### config.mk
export PLATFORM = sky130hd
export DESIGN_NAME = piston_throw_rpm_tracker_unit_flat
export DESIGN_NICKNAME = d
export VERILOG_FILES = /design/src/rtl/pttu_pkg.sv /design/src/rtl/pttu_in_if.sv /design/src/rtl/pttu_out_if.sv /design/src/rtl/pttu_ram.sv /design/src/rtl/piston_throw_rpm_tracker_unit.sv /design/src/flat_wrapper.sv
export SDC_FILE = /design/constraint.sdc
export NUM_CORES = 2
export LEC_CHECK = 0
export BUFFER_PORTS_ARGS = -buffer_cell sky130_fd_sc_hd__buf_2
export CORE_MARGIN = 2
export CORE_UTILIZATION = 66
export CTS_CLUSTER_SIZE = 25
export DETAILED_ROUTE_END_ITERATION = 8
export PLACE_DENSITY = 0.83
export SYNTH_ARGS = -nofsm -noshare
export SYNTH_HDL_FRONTEND = slang
export SYNTH_SLANG_ARGS = --single-unit
### constraint.sdc
create_clock -name clk_i -period 32.6 [get_ports clk_i]
set_input_delay 6.52 -clock clk_i [delete_from_list [all_inputs] [get_ports clk_i]]
set_output_delay 6.52 -clock clk_i [all_outputs]
set_load 0.02 [all_outputs]
### src/rtl/pttu_pkg.sv
// Package for the piston throw and RPM tracker: field widths, fixed tuning
// constants, register indexes, sequencer states. No dependencies.
`default_nettype none
package pttu_pkg;

  localparam int unsigned POS_W  = 24;
  localparam int unsigned TIME_W = 32;
  localparam int unsigned RPM_W  = 24;
  localparam int unsigned THR_W  = 23;
  localparam int unsigned CFG_W  = 24;
  localparam int unsigned PER_W  = 20;

  localparam logic [TIME_W-1:0] HALF_CYCLE_MIN_MS = 32'd20;
  localparam logic [TIME_W-1:0] HALF_CYCLE_MAX_MS = 32'd3000;
  localparam logic [TIME_W-1:0] DECAY_TIMEOUT_MS  = 32'd1500;
  localparam logic [23:0]       RPM_MIN_Q         = 24'd2560;
  localparam logic [23:0]       RPM_SCALE         = 24'd15360000;
  localparam logic [23:0]       DECAY_FACTOR_Q16  = 24'd62259;
  localparam logic [RPM_W-1:0]  DECAY_FLOOR_Q     = 24'd256;

  typedef enum logic [1:0] {
    SIDE_UNKNOWN = 2'd0,
    SIDE_ABOVE   = 2'd1,
    SIDE_BELOW   = 2'd2
  } side_e;

  typedef enum logic [2:0] {
    CFG_MOTION_DELTA_MIN  = 3'd0,
    CFG_MINMAX_HYST       = 3'd1,
    CFG_THROW_MIN         = 3'd2,
    CFG_THROW_MAX         = 3'd3,
    CFG_THROW_VALID_MIN   = 3'd4,
    CFG_EMA_ALPHA         = 3'd5,
    CFG_MOTION_TIMEOUT_MS = 3'd6,
    CFG_RPM_MAX           = 3'd7
  } cfg_idx_e;

  typedef enum logic [4:0] {
    ST_IDLE, ST_MOT, ST_WR, ST_RD, ST_CMP, ST_HYST, ST_THROW, ST_SIDE,
    ST_CROSS, ST_NUM, ST_LO, ST_HI, ST_CHK, ST_DIV, ST_EMA0, ST_EMA1,
    ST_EMA2, ST_DEC0, ST_DEC1, ST_DONE
  } state_e;

endpackage
`default_nettype wire

### src/rtl/pttu_in_if.sv
// Input channel of the tracker: valid/ready plus one sample or decay item.
// Depends on pttu_pkg for field widths.
`default_nettype none
interface pttu_in_if;
  logic                          valid;
  logic                          ready;
  logic                          func;
  logic [pttu_pkg::POS_W-1:0]    position;
  logic [pttu_pkg::TIME_W-1:0]   time_ms;

  modport source (output valid, func, position, time_ms, input ready);
  modport sink   (input valid, func, position, time_ms, output ready);
endinterface
`default_nettype wire

### src/rtl/pttu_out_if.sv
// Output channel of the tracker: valid/ready plus one result item.
// Depends on pttu_pkg for field widths.
`default_nettype none
interface pttu_out_if;
  logic                          valid;
  logic                          ready;
  logic [pttu_pkg::RPM_W-1:0]    rpm;
  logic [pttu_pkg::THR_W-1:0]    throw;
  logic                          throw_ok;
  logic                          in_motion;
  logic [pttu_pkg::POS_W-1:0]    min_position;
  logic [pttu_pkg::POS_W-1:0]    max_position;

  modport source (output valid, rpm, throw, throw_ok, in_motion, min_position,
                  max_position, input ready);
  modport sink   (input valid, rpm, throw, throw_ok, in_motion, min_position,
                  max_position, output ready);
endinterface
`default_nettype wire

### src/rtl/pttu_ram.sv
// Generic single-write, single-read RAM with registered read data.
// No dependencies.
`default_nettype none
module pttu_ram #(
  parameter int unsigned WIDTH = 24,
  parameter int unsigned DEPTH = 8
) (
  input  wire logic                     clk_i,
  input  wire logic                     we_i,
  input  wire logic [$clog2(DEPTH)-1:0] waddr_i,
  input  wire logic [WIDTH-1:0]         wdata_i,
  input  wire logic [$clog2(DEPTH)-1:0] raddr_i,
  output logic      [WIDTH-1:0]         rdata_o
);
  logic [WIDTH-1:0] mem_q [DEPTH];

  always_ff @(posedge clk_i) begin
    if (we_i) begin
      mem_q[waddr_i] <= wdata_i;
    end
    rdata_o <= mem_q[raddr_i];
  end
endmodule
`default_nettype wire

### src/rtl/piston_throw_rpm_tracker_unit.sv
// Top level of the piston throw and RPM tracker: sequencer, shared multiplier,
// bit-serial divider. Depends on pttu_pkg, pttu_in_if, pttu_out_if, pttu_ram.
//
//  channel  dir  handshake            payload
//  in_i     in   valid/ready          func, position, time_ms
//  out_o    out  valid/ready          rpm, throw, throw_ok, in_motion, min/max
//  cfg      in   cfg_we_i (no ready)  cfg_idx_i, cfg_data_i
//
// A moving sample scans the window, each entry through the RAM read port in a
// read and a compare state; a counted crossing adds up to five products on the
// shared multiplier and a divider that retires one quotient bit per cycle over
// NUM_W+1 bits. in_i.ready is high only in idle; the result sits in an output
// register, so the next item is taken while a result still waits. Reset clears
// control and tracking state at once; no clearing pass.
`default_nettype none
module piston_throw_rpm_tracker_unit #(
  parameter int unsigned POSITION_WINDOW_DEPTH = 8,
  parameter int unsigned PERIOD_WINDOW_DEPTH   = 4
) (
  input  wire logic                          clk_i,
  input  wire logic                          rst_ni,
  input  wire logic                          cfg_we_i,
  input  wire logic [2:0]                    cfg_idx_i,
  input  wire logic [pttu_pkg::CFG_W-1:0]    cfg_data_i,
  pttu_in_if.sink                            in_i,
  pttu_out_if.source                         out_o
);
  localparam int unsigned PW    = POSITION_WINDOW_DEPTH;
  localparam int unsigned PD    = PERIOD_WINDOW_DEPTH;
  localparam int unsigned PA_W  = $clog2(PW);
  localparam int unsigned PF_W  = $clog2(PW + 1);
  localparam int unsigned PH_W  = (PD > 1) ? $clog2(PD) : 1;
  localparam int unsigned DF_W  = $clog2(PD + 1);
  localparam int unsigned TOT_W = pttu_pkg::PER_W + DF_W;
  localparam int unsigned MA_W  = (TOT_W > 24) ? TOT_W : 24;
  localparam int unsigned PROD_W = MA_W + 24;
  localparam int unsigned NUM_W = 24 + DF_W;
  localparam int unsigned DVD_W = NUM_W + 1;
  localparam int unsigned DC_W  = $clog2(DVD_W + 1);
  localparam int unsigned ACC_W = 42;

  // configuration
  logic [15:0] mdm_q, hyst_q, alpha_q, tmo_q;
  logic [22:0] tmin_q, tmax_q, tvmin_q;
  logic [23:0] rmax_q;

  // tracking state
  pttu_pkg::state_e state_q, state_d;
  logic [23:0]      prev_q, prev_d, hmin_q, hmin_d, hmax_q, hmax_d;
  logic             moving_q, moving_d, thr_ok_q, thr_ok_d, started_q, started_d;
  logic [31:0]      lmot_q, lmot_d, lcross_q, lcross_d, lrpm_q, lrpm_d;
  logic [PF_W-1:0]  pfill_q, pfill_d;
  logic [PA_W-1:0]  phead_q, phead_d;
  logic [22:0]      thr_q, thr_d;
  logic [1:0]       side_q, side_d;
  logic [DF_W-1:0]  dfill_q, dfill_d;
  logic [PH_W-1:0]  dhead_q, dhead_d;
  logic [TOT_W-1:0] tot_q, tot_d;
  logic [23:0]      rpm_q, rpm_d;
  logic [19:0]      per_q [PD];
  logic             per_we;
  logic [19:0]      per_v;

  // per-item working registers
  logic [23:0]      pos_q, wmax_q, wmax_d, wmin_q, wmin_d;
  logic [31:0]      now_q, half_q, half_d;
  logic [PF_W-1:0]  cnt_q, cnt_d;
  logic [NUM_W-1:0] num_q, num_d;
  logic [DVD_W-1:0] dq_q, dq_d;
  logic [TOT_W-1:0] rem_q, rem_d;
  logic [DC_W-1:0]  dcnt_q, dcnt_d;
  logic [ACC_W-1:0] acc_q, acc_d;
  logic [PROD_W-1:0] prod_q, prod_d;
  logic [MA_W-1:0]  mul_a;
  logic [23:0]      mul_b;

  // output register
  logic        ovalid_q, ovalid_d, oload;
  logic [23:0] orpm_q, omin_q, omax_q;
  logic [22:0] othr_q;
  logic        ook_q, omot_q;

  // window RAM
  logic            ram_we;
  logic [23:0]     ram_rdata;

  pttu_ram #(.WIDTH(24), .DEPTH(PW)) u_pos_ram (
    .clk_i   (clk_i),
    .we_i    (ram_we),
    .waddr_i (phead_q),
    .wdata_i (pos_q),
    .raddr_i (cnt_q[PA_W-1:0]),
    .rdata_o (ram_rdata)
  );

  logic accept;
  assign in_i.ready = (state_q == pttu_pkg::ST_IDLE);
  assign accept     = in_i.valid && in_i.ready;

  // datapath helpers
  logic signed [24:0] mot_diff, hx_diff, hn_diff, span;
  logic [24:0]        mot_abs, hx_abs, hn_abs;
  logic signed [25:0] span26;
  logic signed [26:0] twop27, sum27, band27;
  logic [1:0]         side_new;
  logic [TOT_W:0]     rem_sh;
  logic               div_ge;
  logic [ACC_W-1:0]   ema_sum;
  logic [25:0]        ema_sh;

  assign mot_diff = $signed({pos_q[23], pos_q}) - $signed({prev_q[23], prev_q});
  assign mot_abs  = mot_diff[24] ? 25'(-mot_diff) : 25'(mot_diff);
  assign hx_diff  = $signed({wmax_q[23], wmax_q}) - $signed({hmax_q[23], hmax_q});
  assign hx_abs   = hx_diff[24] ? 25'(-hx_diff) : 25'(hx_diff);
  assign hn_diff  = $signed({wmin_q[23], wmin_q}) - $signed({hmin_q[23], hmin_q});
  assign hn_abs   = hn_diff[24] ? 25'(-hn_diff) : 25'(hn_diff);
  assign span     = $signed({hmax_q[23], hmax_q}) - $signed({hmin_q[23], hmin_q});
  assign span26   = {span[24], span};
  assign twop27   = {{2{pos_q[23]}}, pos_q, 1'b0};
  assign sum27    = $signed({{3{hmax_q[23]}}, hmax_q}) + $signed({{3{hmin_q[23]}}, hmin_q});
  assign band27   = {11'd0, hyst_q};
  assign rem_sh   = {rem_q, dq_q[DVD_W-1]};
  assign div_ge   = rem_sh >= {1'b0, tot_q};
  assign ema_sum  = acc_q + ACC_W'(prod_q) + ACC_W'(32768);
  assign ema_sh   = ema_sum[41:16];
  assign prod_d   = mul_a * mul_b;

  always_comb begin
    if (twop27 > sum27 + band27) begin
      side_new = pttu_pkg::SIDE_ABOVE;
    end else if (twop27 < sum27 - band27) begin
      side_new = pttu_pkg::SIDE_BELOW;
    end else begin
      side_new = pttu_pkg::SIDE_UNKNOWN;
    end
  end

  // shared multiplier operand select
  always_comb begin
    mul_a = '0;
    mul_b = '0;
    unique case (state_q)
      pttu_pkg::ST_NUM:  begin mul_a = MA_W'(dfill_q); mul_b = pttu_pkg::RPM_SCALE; end
      pttu_pkg::ST_LO:   begin mul_a = MA_W'(tot_q);   mul_b = pttu_pkg::RPM_MIN_Q; end
      pttu_pkg::ST_HI:   begin mul_a = MA_W'(tot_q);   mul_b = rmax_q; end
      pttu_pkg::ST_EMA0: begin
        mul_a = MA_W'(rpm_q);
        mul_b = 24'(17'h10000 - {1'b0, alpha_q});
      end
      pttu_pkg::ST_EMA1: begin mul_a = MA_W'(dq_q[23:0]); mul_b = {8'd0, alpha_q}; end
      pttu_pkg::ST_DEC0: begin mul_a = MA_W'(rpm_q); mul_b = pttu_pkg::DECAY_FACTOR_Q16; end
      default: begin end
    endcase
  end

  // sequencer
  always_comb begin
    state_d  = state_q;
    prev_d   = prev_q;   hmin_d = hmin_q;   hmax_d = hmax_q;
    moving_d = moving_q; thr_ok_d = thr_ok_q; started_d = started_q;
    lmot_d   = lmot_q;   lcross_d = lcross_q; lrpm_d = lrpm_q;
    pfill_d  = pfill_q;  phead_d = phead_q;  thr_d = thr_q;  side_d = side_q;
    dfill_d  = dfill_q;  dhead_d = dhead_q;  tot_d = tot_q;  rpm_d = rpm_q;
    wmax_d   = wmax_q;   wmin_d = wmin_q;   half_d = half_q; cnt_d = cnt_q;
    num_d    = num_q;    dq_d = dq_q;       rem_d = rem_q;   dcnt_d = dcnt_q;
    acc_d    = acc_q;
    ram_we   = 1'b0;
    per_we   = 1'b0;
    per_v    = {half_q[18:0], 1'b0};
    oload    = 1'b0;

    unique case (state_q)
      pttu_pkg::ST_IDLE: begin
        if (accept) begin
          state_d = in_i.func ? pttu_pkg::ST_DEC0 : pttu_pkg::ST_MOT;
        end
      end
      pttu_pkg::ST_MOT: begin
        prev_d = pos_q;
        if (mot_abs > {9'd0, mdm_q}) begin
          moving_d = 1'b1;
          lmot_d   = now_q;
          state_d  = pttu_pkg::ST_WR;
        end else begin
          if (moving_q && ((now_q - lmot_q) > {16'd0, tmo_q})) begin
            // motion timeout: drop all tracking state
            dfill_d = '0; dhead_d = '0; tot_d = '0;
            pfill_d = '0; phead_d = '0;
            moving_d = 1'b0;
            hmin_d = pos_q; hmax_d = pos_q;
            thr_d = '0; thr_ok_d = 1'b0;
            lcross_d = '0; lrpm_d = '0;
            started_d = 1'b0; rpm_d = '0;
            side_d = pttu_pkg::SIDE_UNKNOWN;
          end
          state_d = pttu_pkg::ST_DONE;
        end
      end
      pttu_pkg::ST_WR: begin
        ram_we  = 1'b1;
        phead_d = (phead_q == PA_W'(PW - 1)) ? '0 : PA_W'(phead_q + 1'b1);
        if (pfill_q < PF_W'(PW)) begin
          pfill_d = PF_W'(pfill_q + 1'b1);
        end
        cnt_d   = '0;
        state_d = pttu_pkg::ST_RD;
      end
      pttu_pkg::ST_RD: begin
        state_d = pttu_pkg::ST_CMP;
      end
      pttu_pkg::ST_CMP: begin
        if (cnt_q == '0) begin
          wmax_d = ram_rdata;
          wmin_d = ram_rdata;
        end else begin
          if ($signed(ram_rdata) > $signed(wmax_q)) wmax_d = ram_rdata;
          if ($signed(ram_rdata) < $signed(wmin_q)) wmin_d = ram_rdata;
        end
        cnt_d   = PF_W'(cnt_q + 1'b1);
        state_d = (PF_W'(cnt_q + 1'b1) == pfill_q) ? pttu_pkg::ST_HYST : pttu_pkg::ST_RD;
      end
      pttu_pkg::ST_HYST: begin
        if (hx_abs > {9'd0, hyst_q}) hmax_d = wmax_q;
        if (hn_abs > {9'd0, hyst_q}) hmin_d = wmin_q;
        state_d = pttu_pkg::ST_THROW;
      end
      pttu_pkg::ST_THROW: begin
        if (span26 < $signed({2'b00, tmin_q, 1'b0})) begin
          thr_d = '0; thr_ok_d = 1'b0;
        end else if (span26 > $signed({2'b00, tmax_q, 1'b0})) begin
          // span too wide: restart the window around this sample
          hmax_d = pos_q; hmin_d = pos_q;
          pfill_d = '0; phead_d = '0;
          thr_d = '0; thr_ok_d = 1'b0;
        end else begin
          thr_d    = span[23:1];
          thr_ok_d = span26 >= $signed({2'b00, tvmin_q, 1'b0});
        end
        state_d = pttu_pkg::ST_SIDE;
      end
      pttu_pkg::ST_SIDE: begin
        state_d = pttu_pkg::ST_DONE;
        if (side_new != pttu_pkg::SIDE_UNKNOWN && side_new != side_q && thr_ok_q) begin
          half_d   = now_q - lcross_q;
          lcross_d = now_q;
          side_d   = side_new;
          if (lcross_q != '0) state_d = pttu_pkg::ST_CROSS;
        end
      end
      pttu_pkg::ST_CROSS: begin
        if (half_q <= pttu_pkg::HALF_CYCLE_MIN_MS || half_q >= pttu_pkg::HALF_CYCLE_MAX_MS) begin
          state_d = pttu_pkg::ST_DONE;
        end else begin
          per_we = 1'b1;
          if (dfill_q >= DF_W'(PD)) begin
            tot_d = TOT_W'(tot_q - TOT_W'(per_q[dhead_q]) + TOT_W'(per_v));
          end else begin
            dfill_d = DF_W'(dfill_q + 1'b1);
            tot_d   = TOT_W'(tot_q + TOT_W'(per_v));
          end
          dhead_d = (dhead_q == PH_W'(PD - 1)) ? '0 : PH_W'(dhead_q + 1'b1);
          state_d = pttu_pkg::ST_NUM;
        end
      end
      pttu_pkg::ST_NUM: begin
        state_d = (tot_q == '0) ? pttu_pkg::ST_DONE : pttu_pkg::ST_LO;
      end
      pttu_pkg::ST_LO: begin
        num_d   = prod_q[NUM_W-1:0];
        state_d = pttu_pkg::ST_HI;
      end
      pttu_pkg::ST_HI: begin
        state_d = (PROD_W'(num_q) > prod_q) ? pttu_pkg::ST_CHK : pttu_pkg::ST_DONE;
      end
      pttu_pkg::ST_CHK: begin
        if (PROD_W'(num_q) < prod_q) begin
          dq_d    = DVD_W'(num_q) + DVD_W'(tot_q >> 1);
          rem_d   = '0;
          dcnt_d  = DC_W'(DVD_W);
          state_d = pttu_pkg::ST_DIV;
        end else begin
          state_d = pttu_pkg::ST_DONE;
        end
      end
      pttu_pkg::ST_DIV: begin
        rem_d  = div_ge ? TOT_W'(rem_sh - {1'b0, tot_q}) : TOT_W'(rem_sh);
        dq_d   = {dq_q[DVD_W-2:0], div_ge};
        dcnt_d = DC_W'(dcnt_q - 1'b1);
        if (dcnt_q == DC_W'(1)) state_d = pttu_pkg::ST_EMA0;
      end
      pttu_pkg::ST_EMA0: begin
        if (!started_q) begin
          rpm_d     = dq_q[23:0];
          started_d = 1'b1;
          lrpm_d    = now_q;
          state_d   = pttu_pkg::ST_DONE;
        end else begin
          state_d = pttu_pkg::ST_EMA1;
        end
      end
      pttu_pkg::ST_EMA1: begin
        acc_d   = ACC_W'(prod_q);
        state_d = pttu_pkg::ST_EMA2;
      end
      pttu_pkg::ST_EMA2: begin
        rpm_d   = (ema_sh > {2'b00, rmax_q}) ? rmax_q : ema_sh[23:0];
        lrpm_d  = now_q;
        state_d = pttu_pkg::ST_DONE;
      end
      pttu_pkg::ST_DEC0: begin
        if (rpm_q != '0 && (now_q - lrpm_q) > pttu_pkg::DECAY_TIMEOUT_MS) begin
          state_d = pttu_pkg::ST_DEC1;
        end else begin
          state_d = pttu_pkg::ST_DONE;
        end
      end
      pttu_pkg::ST_DEC1: begin
        rpm_d   = (prod_q[39:16] < pttu_pkg::DECAY_FLOOR_Q) ? '0 : prod_q[39:16];
        state_d = pttu_pkg::ST_DONE;
      end
      pttu_pkg::ST_DONE: begin
        if (!ovalid_q || out_o.ready) begin
          oload   = 1'b1;
          state_d = pttu_pkg::ST_IDLE;
        end
      end
      default: state_d = pttu_pkg::ST_IDLE;
    endcase
  end

  always_comb begin
    ovalid_d = ovalid_q;
    if (oload) ovalid_d = 1'b1;
    else if (out_o.ready) ovalid_d = 1'b0;
  end

  always_ff @(posedge clk_i or negedge rst_ni) begin
    if (!rst_ni) begin
      state_q <= pttu_pkg::ST_IDLE;
      mdm_q <= 16'd128;   hyst_q <= 16'd256;
      tmin_q <= 23'd256;  tmax_q <= 23'd25600; tvmin_q <= 23'd512;
      alpha_q <= 16'd19661; tmo_q <= 16'd1000; rmax_q <= 24'd153600;
      prev_q <= '0; hmin_q <= '0; hmax_q <= '0;
      moving_q <= 1'b0; thr_ok_q <= 1'b0; started_q <= 1'b0;
      lmot_q <= '0; lcross_q <= '0; lrpm_q <= '0;
      pfill_q <= '0; phead_q <= '0; thr_q <= '0;
      side_q <= pttu_pkg::SIDE_UNKNOWN;
      dfill_q <= '0; dhead_q <= '0; tot_q <= '0; rpm_q <= '0;
      ovalid_q <= 1'b0;
    end else begin
      state_q <= state_d;
      prev_q <= prev_d; hmin_q <= hmin_d; hmax_q <= hmax_d;
      moving_q <= moving_d; thr_ok_q <= thr_ok_d; started_q <= started_d;
      lmot_q <= lmot_d; lcross_q <= lcross_d; lrpm_q <= lrpm_d;
      pfill_q <= pfill_d; phead_q <= phead_d; thr_q <= thr_d; side_q <= side_d;
      dfill_q <= dfill_d; dhead_q <= dhead_d; tot_q <= tot_d; rpm_q <= rpm_d;
      ovalid_q <= ovalid_d;
      if (cfg_we_i) begin
        unique case (pttu_pkg::cfg_idx_e'(cfg_idx_i))
          pttu_pkg::CFG_MOTION_DELTA_MIN:  mdm_q   <= cfg_data_i[15:0];
          pttu_pkg::CFG_MINMAX_HYST:       hyst_q  <= cfg_data_i[15:0];
          pttu_pkg::CFG_THROW_MIN:         tmin_q  <= cfg_data_i[22:0];
          pttu_pkg::CFG_THROW_MAX:         tmax_q  <= cfg_data_i[22:0];
          pttu_pkg::CFG_THROW_VALID_MIN:   tvmin_q <= cfg_data_i[22:0];
          pttu_pkg::CFG_EMA_ALPHA:         alpha_q <= cfg_data_i[15:0];
          pttu_pkg::CFG_MOTION_TIMEOUT_MS: tmo_q   <= cfg_data_i[15:0];
          pttu_pkg::CFG_RPM_MAX:           rmax_q  <= cfg_data_i;
          default: begin end
        endcase
      end
    end
  end

  // payload registers, no reset
  always_ff @(posedge clk_i) begin
    if (accept) begin
      pos_q <= in_i.position;
      now_q <= in_i.time_ms;
    end
    if (per_we) per_q[dhead_q] <= per_v;
    wmax_q <= wmax_d; wmin_q <= wmin_d; half_q <= half_d; cnt_q <= cnt_d;
    num_q <= num_d; dq_q <= dq_d; rem_q <= rem_d; dcnt_q <= dcnt_d;
    acc_q <= acc_d; prod_q <= prod_d;
    if (oload) begin
      orpm_q <= rpm_q; othr_q <= thr_q; ook_q <= thr_ok_q; omot_q <= moving_q;
      omin_q <= hmin_q; omax_q <= hmax_q;
    end
  end

  assign out_o.valid        = ovalid_q;
  assign out_o.rpm          = orpm_q;
  assign out_o.throw        = othr_q;
  assign out_o.throw_ok     = ook_q;
  assign out_o.in_motion    = omot_q;
  assign out_o.min_position = omin_q;
  assign out_o.max_position = omax_q;

`ifndef ASSERT_OFF
  a_pfill_range: assert property (@(posedge clk_i) disable iff (!rst_ni)
    pfill_q <= PF_W'(PW)) else $error("position fill beyond depth");
  a_dfill_range: assert property (@(posedge clk_i) disable iff (!rst_ni)
    dfill_q <= DF_W'(PD)) else $error("period fill beyond depth");
  a_busy_after_accept: assert property (@(posedge clk_i) disable iff (!rst_ni)
    accept |=> state_q != pttu_pkg::ST_IDLE) else $error("item dropped");
  a_rpm_needs_start: assert property (@(posedge clk_i) disable iff (!rst_ni)
    !started_q |-> rpm_q == '0) else $error("rpm set before first estimate");
`endif

endmodule
`default_nettype wire
### src/flat_wrapper.sv
// flat-port wrapper written by rule: the top's interface ports become plain ports
module piston_throw_rpm_tracker_unit_flat 
#(
  parameter int unsigned POSITION_WINDOW_DEPTH = 8,
  parameter int unsigned PERIOD_WINDOW_DEPTH   = 4
)
  (clk_i, rst_ni, cfg_we_i, cfg_idx_i, cfg_data_i, in_i_valid, in_i_func, in_i_position, in_i_time_ms, in_i_ready, out_o_valid, out_o_rpm, out_o_throw, out_o_throw_ok, out_o_in_motion, out_o_min_position, out_o_max_position, out_o_ready);
  pttu_in_if in_i_i ();
  pttu_out_if out_o_i ();
  input  wire logic clk_i;
  input  wire logic rst_ni;
  input  wire logic cfg_we_i;
  input  wire logic [2:0] cfg_idx_i;
  input  wire logic [pttu_pkg::CFG_W-1:0] cfg_data_i;
  input wire logic [$bits(in_i_i.valid)-1:0] in_i_valid;
  input wire logic [$bits(in_i_i.func)-1:0] in_i_func;
  input wire logic [$bits(in_i_i.position)-1:0] in_i_position;
  input wire logic [$bits(in_i_i.time_ms)-1:0] in_i_time_ms;
  output wire logic [$bits(in_i_i.ready)-1:0] in_i_ready;
  output wire logic [$bits(out_o_i.valid)-1:0] out_o_valid;
  output wire logic [$bits(out_o_i.rpm)-1:0] out_o_rpm;
  output wire logic [$bits(out_o_i.throw)-1:0] out_o_throw;
  output wire logic [$bits(out_o_i.throw_ok)-1:0] out_o_throw_ok;
  output wire logic [$bits(out_o_i.in_motion)-1:0] out_o_in_motion;
  output wire logic [$bits(out_o_i.min_position)-1:0] out_o_min_position;
  output wire logic [$bits(out_o_i.max_position)-1:0] out_o_max_position;
  input wire logic [$bits(out_o_i.ready)-1:0] out_o_ready;
  assign in_i_i.valid = in_i_valid;
  assign in_i_i.func = in_i_func;
  assign in_i_i.position = in_i_position;
  assign in_i_i.time_ms = in_i_time_ms;
  assign in_i_ready = in_i_i.ready;
  assign out_o_valid = out_o_i.valid;
  assign out_o_rpm = out_o_i.rpm;
  assign out_o_throw = out_o_i.throw;
  assign out_o_throw_ok = out_o_i.throw_ok;
  assign out_o_in_motion = out_o_i.in_motion;
  assign out_o_min_position = out_o_i.min_position;
  assign out_o_max_position = out_o_i.max_position;
  assign out_o_i.ready = out_o_ready;
  piston_throw_rpm_tracker_unit #(.POSITION_WINDOW_DEPTH(POSITION_WINDOW_DEPTH), .PERIOD_WINDOW_DEPTH(PERIOD_WINDOW_DEPTH)) u_core (.clk_i(clk_i), .rst_ni(rst_ni), .cfg_we_i(cfg_we_i), .cfg_idx_i(cfg_idx_i), .cfg_data_i(cfg_data_i), .in_i(in_i_i), .out_o(out_o_i));
endmodule
**Word level (Yosys, flattened, before mapping)**

Memories as Yosys holds them, arrays and structs flattened. A register that Yosys moved wholly into a read port is not among the register bits.
Index checks and enable logic that the tools add are counted.

- Register bits after elaboration: 828
- Bits in writable memories: 268
- Output and inout port bits: 99
- Memories kept: 2

Memories:

| name | depth | width | read ports | clocked after Yosys merged registers in | write ports | RTL line | text |
|---|---|---|---|---|---|---|---|
| u_core.u_pos_ram.mem_q | 8 | 24 | 1 | 1 | 1 | pttu_ram.sv:15 | `logic [WIDTH-1:0] mem_q [DEPTH];` |
| u_core.per_q | 4 | 19 | 1 | 0 | 1 | piston_throw_rpm_tracker_unit.sv:60 | `logic [19:0] per_q [PD];` |

- $add $sub $neg: 27
- Multipliers: 1
- Order comparisons: 21
- Equality and inequality tests: 46
- Muxes and demuxes: 102
- Reduce and logical (&&, ||, !) cells: 58

Operators by type and width:

| kind | number |
|---|---|
| 24-bit 2-to-1 mux | 15 |
| 24-bit one-hot mux with 4 select lines | 2 |
| 23-bit 2-to-1 mux | 8 |
| 24-bit one-hot mux with 3 select lines | 2 |
| 24-bit one-hot mux with 6 select lines | 1 |
| 23-bit one-hot mux with 2 select lines | 3 |
| 32-bit 2-to-1 mux | 4 |
| 24-bit by 24-bit subtractor with 25-bit output | 4 |
| 32-bit one-hot mux with 3 select lines | 1 |
| 32-bit subtractor | 3 |
| 5-bit one-hot mux with 19 select lines | 1 |
| 25-bit by 16-bit greater-than comparator with 1-bit output | 3 |
| 25-bit 2-to-1 mux | 3 |
| 25-bit negation | 3 |
| 5-bit 2-to-1 mux | 13 |
| 32-bit one-hot mux with 2 select lines | 1 |
| 28-bit one-hot mux with 2 select lines | 1 |
| 27-bit by 48-bit greater-than comparator with 1-bit output | 1 |
| 27-bit by 48-bit less-than comparator with 1-bit output | 1 |
| 24-bit by 24-bit multiplier with 48-bit output | 1 |
| 23-bit by 20-bit adder with 23-bit output | 2 |
| 42-bit by 16-bit adder with 42-bit output, second input constant | 1 |
| 42-bit adder | 1 |
| 5-bit by 4-bit == test with 1-bit output, second input constant | 8 |
| other kinds (69) | 172 |

**Logic depth before layout (Yosys ltp)**

- Word-level depth: 10
- Mapped depth: 38

**Cells and area by module**

From an unflattened synthesis, not the netlist that was laid out.

- Cells, all modules: 8,914
- Area total of the unflattened synthesis: 88,064.5 µm²

By module, submodules not included:

| module | times used | cells each | area each (µm²) | seq. area each (µm²) |
|---|---|---|---|---|
| piston_throw_rpm_tracker_unit | 1 | 8,600 | 80,254.5 | 24,579.8 |
| pttu_ram | 1 | 314 | 7,810.0 | 6,246.0 |

**Least setup slack after synthesis**

No wires, ideal clock.

- Path kind: reg2reg
- Start point: register u_core.hmax_q[1]
- End point: register u_core.lcross_q[10]
- Library setup time: 0.079 ns
- Data arrival time: 11.793 ns
- Path slack: 20.728 ns
- Stages on the path, launching flop included: 30
- Clock period less this slack: 11.872 ns
- Cells stage by stage: dfrtp_1 -> inv_1 -> fa_1 -> o21ba_2 -> o21bai_1 -> a21oi_1 -> o31ai_1 -> a211oi_1 -> o41ai_1 -> xnor2_1 -> ha_1 -> clkbuf_1 -> nor2_1 -> a221o_1 -> o21ai_0 -> nand3b_1 -> o21ai_0 -> ha_1 -> nand4_1 -> nor4_1 -> o21ai_0 -> o21ai_0 -> xnor2_1 -> nand2_1 -> o21ai_0 -> a2111oi_0 -> nand2b_1 -> buf_2 -> buf_2 -> mux2i_1

- Longest elaborated chain between the ends: 10

Ends and longest elaborated chain:

| element | RTL line | text |
|---|---|---|
| start, declared | piston_throw_rpm_tracker_unit.sv:49 | `logic [23:0] prev_q, prev_d, hmin_q, hmin_d, hmax_q, hmax_d;` |
| start signal, assigned | piston_throw_rpm_tracker_unit.sv:352 | `prev_q <= prev_d; hmin_q <= hmin_d; hmax_q <= hmax_d;` |
| 24-bit by 24-bit adder with 25-bit output * | piston_throw_rpm_tracker_unit.sv:120 | `assign sum27 = $signed({{3{hmax_q[23]}}, hmax_q}) + $signed({{3{hmin_q[23]}}, hmin_q});` |
| 27-bit by 17-bit subtractor with 27-bit output | piston_throw_rpm_tracker_unit.sv:131 | `end else if (twop27 < sum27 - band27) begin` |
| 25-bit by 27-bit less-than comparator with 1-bit output | piston_throw_rpm_tracker_unit.sv:131 |  |
| 2-bit 2-to-1 mux | piston_throw_rpm_tracker_unit.sv:131 |  |
| 2-bit 2-to-1 mux * | piston_throw_rpm_tracker_unit.sv:129 | `if (twop27 > sum27 + band27) begin` |
| 2-bit inequality test or 2-bit nonzero test (tied branches) | piston_throw_rpm_tracker_unit.sv:243 | `if (side_new != pttu_pkg::SIDE_UNKNOWN && side_new != side_q && thr_ok_q) begin` |
| 1-bit logical AND * (2 in series) | piston_throw_rpm_tracker_unit.sv:243 |  |
| 2-bit by 1-bit inequality test with 1-bit output (no source line) * | -- |  |
| 4-bit AND reduction (no source line) * | -- |  |
| end signal, assigned | piston_throw_rpm_tracker_unit.sv:354 | `lmot_q <= lmot_d; lcross_q <= lcross_d; lrpm_q <= lrpm_d;` |
| end, declared | piston_throw_rpm_tracker_unit.sv:51 | `logic [31:0] lmot_q, lmot_d, lcross_q, lcross_d, lrpm_q, lrpm_d;` |

Every way passes the cells marked *; elsewhere a longest branch is shown, timed or not.
A chain may end at the register's enable or synchronous reset.

**Final worst setup path**

- Start point: register u_core.state_q[2]
- End point: register u_core.prod_q[47]

- Longest elaborated chain between the ends: 4

Ends and longest elaborated chain:

| element | RTL line | text |
|---|---|---|
| start, declared | piston_throw_rpm_tracker_unit.sv:48 | `pttu_pkg::state_e state_q, state_d;` |
| start signal, assigned | piston_throw_rpm_tracker_unit.sv:339 | `state_q <= pttu_pkg::ST_IDLE;` |
| start signal, assigned | piston_throw_rpm_tracker_unit.sv:351 | `state_q <= state_d;` |
| 5-bit by 4-bit == test with 1-bit output or 5-bit == test (tied branches) | piston_throw_rpm_tracker_unit.sv:142 | `unique case (state_q)` |
| 2-bit OR reduction (no source line) | -- |  |
| 24-bit one-hot mux with 4 select lines | piston_throw_rpm_tracker_unit.sv:142 |  |
| 24-bit by 24-bit multiplier with 48-bit output * | piston_throw_rpm_tracker_unit.sv:126 | `assign prod_d = mul_a * mul_b;` |
| via u_core.prod_d[47] | piston_throw_rpm_tracker_unit.sv:73 | `logic [PROD_W-1:0] prod_q, prod_d;` |
| end signal, assigned | piston_throw_rpm_tracker_unit.sv:383 | `acc_q <= acc_d; prod_q <= prod_d;` |
| end, declared | piston_throw_rpm_tracker_unit.sv:73 |  |

The timed path passes the listed nets; every way through them passes the cells marked *.

==> results.py <==
metrics = {
    "run_status": {
        "status": "completed",
    },
    "logic_synthesis": {
        "synth_xor_area_share_pct": 3.80,
        "synth-simple-area-share_pct": 12.5,
        "yosysSeqAreaShare_pct": 34.9,
        "ys_types": 100,
        "synth_compound_gate_area_share_pct": 12.7,
        "yosysTopAreaCell": "edfxtp_1",
        "netlist_instances": 8893,
        "synth.area.top_cells": "edfxtp_1 21%, ha_1 12%, fa_1 12%, dfrtp_1 11%, inv_1 5.3%",
        "synth_adder_area_share_pct": 24.2,
        "synthMuxAreaShare_pct": 5.35,
        "synth_top_family_by_area": "adder cells",
        "synth-edff-count": 630,
        "synth_area_um2": 88300,
        "ys_seq_elements": 1119,
        "synth_ff_type": "edfxtp_1",
        "syn_area_per_cell_um2": 9.93,
        "synth_top_area_share_pct": 21.4,
        "yosysWarnings": 0,
        "async_flop_share_pct": 37.3,
    },
    "floorplanning": {
        "num_rows": 134,
        "pin_count": 188,
        "die_h_um": 370,
        "fp.dieW_um": 370,
        "die-area_um2": 137000,
        "coreArea_um2": 133000,
        "start_util_pct": 66.3,
    },
    "route": {
        "drt_iter0_drc": 7578,
        "routedWlPerCell_um": 24.0,
        "ant_nets": 0,
        "vias": 70024,
        "drt_wl_total_um": 262000,
        "routed_via_density": 6.41,
        "drt-pass1-iter-count": 6,
        "drc": 0,
    },
    "power_and_ir_drop": {
        "power.leakage_nw": 42.5,
        "p_per_area_nw_per_um2": 87.9,
        "vdd_ir_drop_max_mv": 0.104,
        "total_power_mw": 8.42,
    },
    "final_layout": {
        "drive_gt1_share_pct": 9.69,
        "area_delta_synth_final_pct": 8.37,
        "finalNetCount": 10539,
        "final_cell_mix": "1235 x inv_1, 922 x nand2_1, 882 x ha_1",
        "layout_commonest_cell": "inv_1",
    },
    "place": {
        "dpl_worst_slack_ps": 21720,
        "hpwl_um": 197000,
        "port_buffers": 187,
        "place_congestion": 1.00,
    },
    "clock_tree": {
        "cts_root_buf": "clkbuf_16",
        "numCtsBuffers": 118,
        "cts_resized": 0,
        "clockBufferDepth": 3,
        "cts.sinks": 1119,
        "clk_latency_ps": 790,
        "cts_tree": "done",
        "cts_hold_buf": 0,
        "htree_levels": 3,
        "post_cts_buffers": 0,
        "clk_pin_slew_ps": 60,
    },
    "critical_path": {
        "rr_endpoint": "u_core.prod_q[47]",
        "worstSetupStartpointType": "register",
        "worst_ep_required_time_ps": 33230,
        "end_kind": "register",
        "worst_path_max_delay_cell": "a311oi_1",
        "worst_path_most_repeated_cell": "fa_1",
        "path_max_fanout": 68,
        "r2r-start": "u_core.state_q[2]",
        "cp_slowest_stage_delay_ps": 850,
        "critPathArrivalTime_ps": 11770,
        "worst-setup-path-type": "reg2reg",
        "ff2ff_path_depth": 32,
        "rrSetupSlack_ps": 21460,
    },
    "sta": {
        "finalHoldViolCount": 0,
        "period_share_pct": 34.2,
        "worstMarginPinSlew_ps": 1310,
        "slew_violations": 0,
        "setup_tns_ps": 0,
        "setup_viol": 0,
        "slew_headroom_pct": 12.0,
        "rsz0062_at_grt": "no",
        "layout_setup_ws_ps": 21460,
        "fmax_mhz": 89.8,
        "post-route-min-period_ps": 11140,
        "clock_skew_ps": 73.6,
    },
    "min_path": {
        "min_path_type": "reg2reg",
        "holdPathEnd": "u_core.out_o.throw[3]",
        "hold_path_depth": 0,
        "min_from": "u_core.thr_q[3]",
    },
    "grt": {
        "grt_max_degree": 155,
        "grtUsageTotal_pct": 38.5,
        "grt-ovfl-total": 0,
        "grt_pass1_wl_um": 403000,
        "first_global_vias": 69517,
        "antenna_found_initial": 9,
    },
    "flow_run": {
        "drv_cap": 0,
    },
}
-- power breakdown --
group          switching [mW]  internal, mW  leakage, nW
logic                    3.00          1.99         28.8
registers               0.244          1.76         11.6
clock network           0.611         0.809         1.99
total                    3.86          4.56         42.5
-- flip-flops by register name, summed over array words and instances (netlist names), 27 cells and up --
register and flops:
u_core.acc_q 42, u_core.dq_q 28, u_core.half_q 32, u_core.lcross_q 32, u_core.lmot_q 32, u_core.lrpm_q 32, u_core.now_q 32, u_core.num_q 27
u_core.per_q 76, u_core.prod_q 48, u_core.u_pos_ram.mem_q 192
-- stage by stage --
stage          area, um2  util, %  hold slack [ps]  std cells
5_1_grt            95700     71.9              463      10926
2_1_floorplan      88300        -              425       8901
4_1_cts            95700     71.9              453      10925
3_3_place_gp       91600     68.8              437      10701
3_5_place_dp       91600     68.8              432      10701
6_report           95700     71.9              453      10930
-- how the worst max path moves through the flow --
stage,start,end,slack (ps)
floorplan,u_core.hmax_q[1],u_core.lcross_q[10],20730
global placement,u_core.state_q[2],u_core.prod_q[47],22010
detailed placement,u_core.state_q[2],u_core.prod_q[47],21720
CTS,u_core.state_q[2],u_core.prod_q[47],21650
global route,u_core.state_q[2],u_core.prod_q[46],21070
finish,u_core.state_q[2],u_core.prod_q[47],21460
-- cells by family (layout without fill, tap and decap cells) --
family          Yosys count  in the layout
compound gates         1728           1728
xor+xnor                383            383
fa+ha+maj              1397           1397
buf+inv                1512           1768
flops                  1119           1119
mux                     359            359
other cells               2             15
simple gates           2393           2393
-- Yosys cell counts (21+ instances only) --
cell and number:
nand2_1 923, o211ai_1 38, nand3_1 110, ha_1 882
a211oi_1 69, mux4_2 67, mux2i_1 122, a211o_1 23
or3_1 38, o21a_1 89, dfrtp_1 392, o22ai_1 21
mux2_2 150, edfxtp_1 630, a21oi_1 407, nor4_1 57
xnor2_1 262, a31oi_1 48, o21ai_0 432, and3_1 48
nor3_1 151, a21boi_0 22, nor2b_1 96, nand4_1 96
a22o_1 57, nand2b_1 86, a21o_1 171, nor2_1 585
o221ai_1 25, dfstp_2 25, o21bai_1 40, clkbuf_1 242
inv_1 1235, dfxtp_1 72, fa_1 515, o31ai_1 42
xor2_1 121, or2_2 35, a22oi_1 39, and2_1 70
-- layer usage --
metal / wire (um) / vias up / track usage [%]
met1: 100000 / 34206 / 49.5
met2: 120000 / 3887 / 61.2
met3: 24700 / 852 / 7.39
li1: - / 31073 / -
met5: 45 / - / 0
met4: 17800 / 6 / 22.3
-- worst max-delay path: cells and delay by family, from the launching register on --
kind / cells / cell delay, ps
AOI/OAI and AO/OA: 9 / 2950
DFF: 1 / 570
and+or+nand+nor: 7 / 1810
xor gates and xnor gates: 1 / 110
buffers and inverters: 7 / 1380
adders and majority gates: 8 / 4080
-- layout make-up --
type,instances,area [um2]
diodes,5,12.5
clock buffers,153,3270
clock inverters,71,785
fillers,9375,37400
inverters,1237,4640
multi-input cells,6270,52100
flip-flops and latches,1119,30800
well taps,1768,2210
repair buffers,307,1860
(Power assumes the default switching activity.)
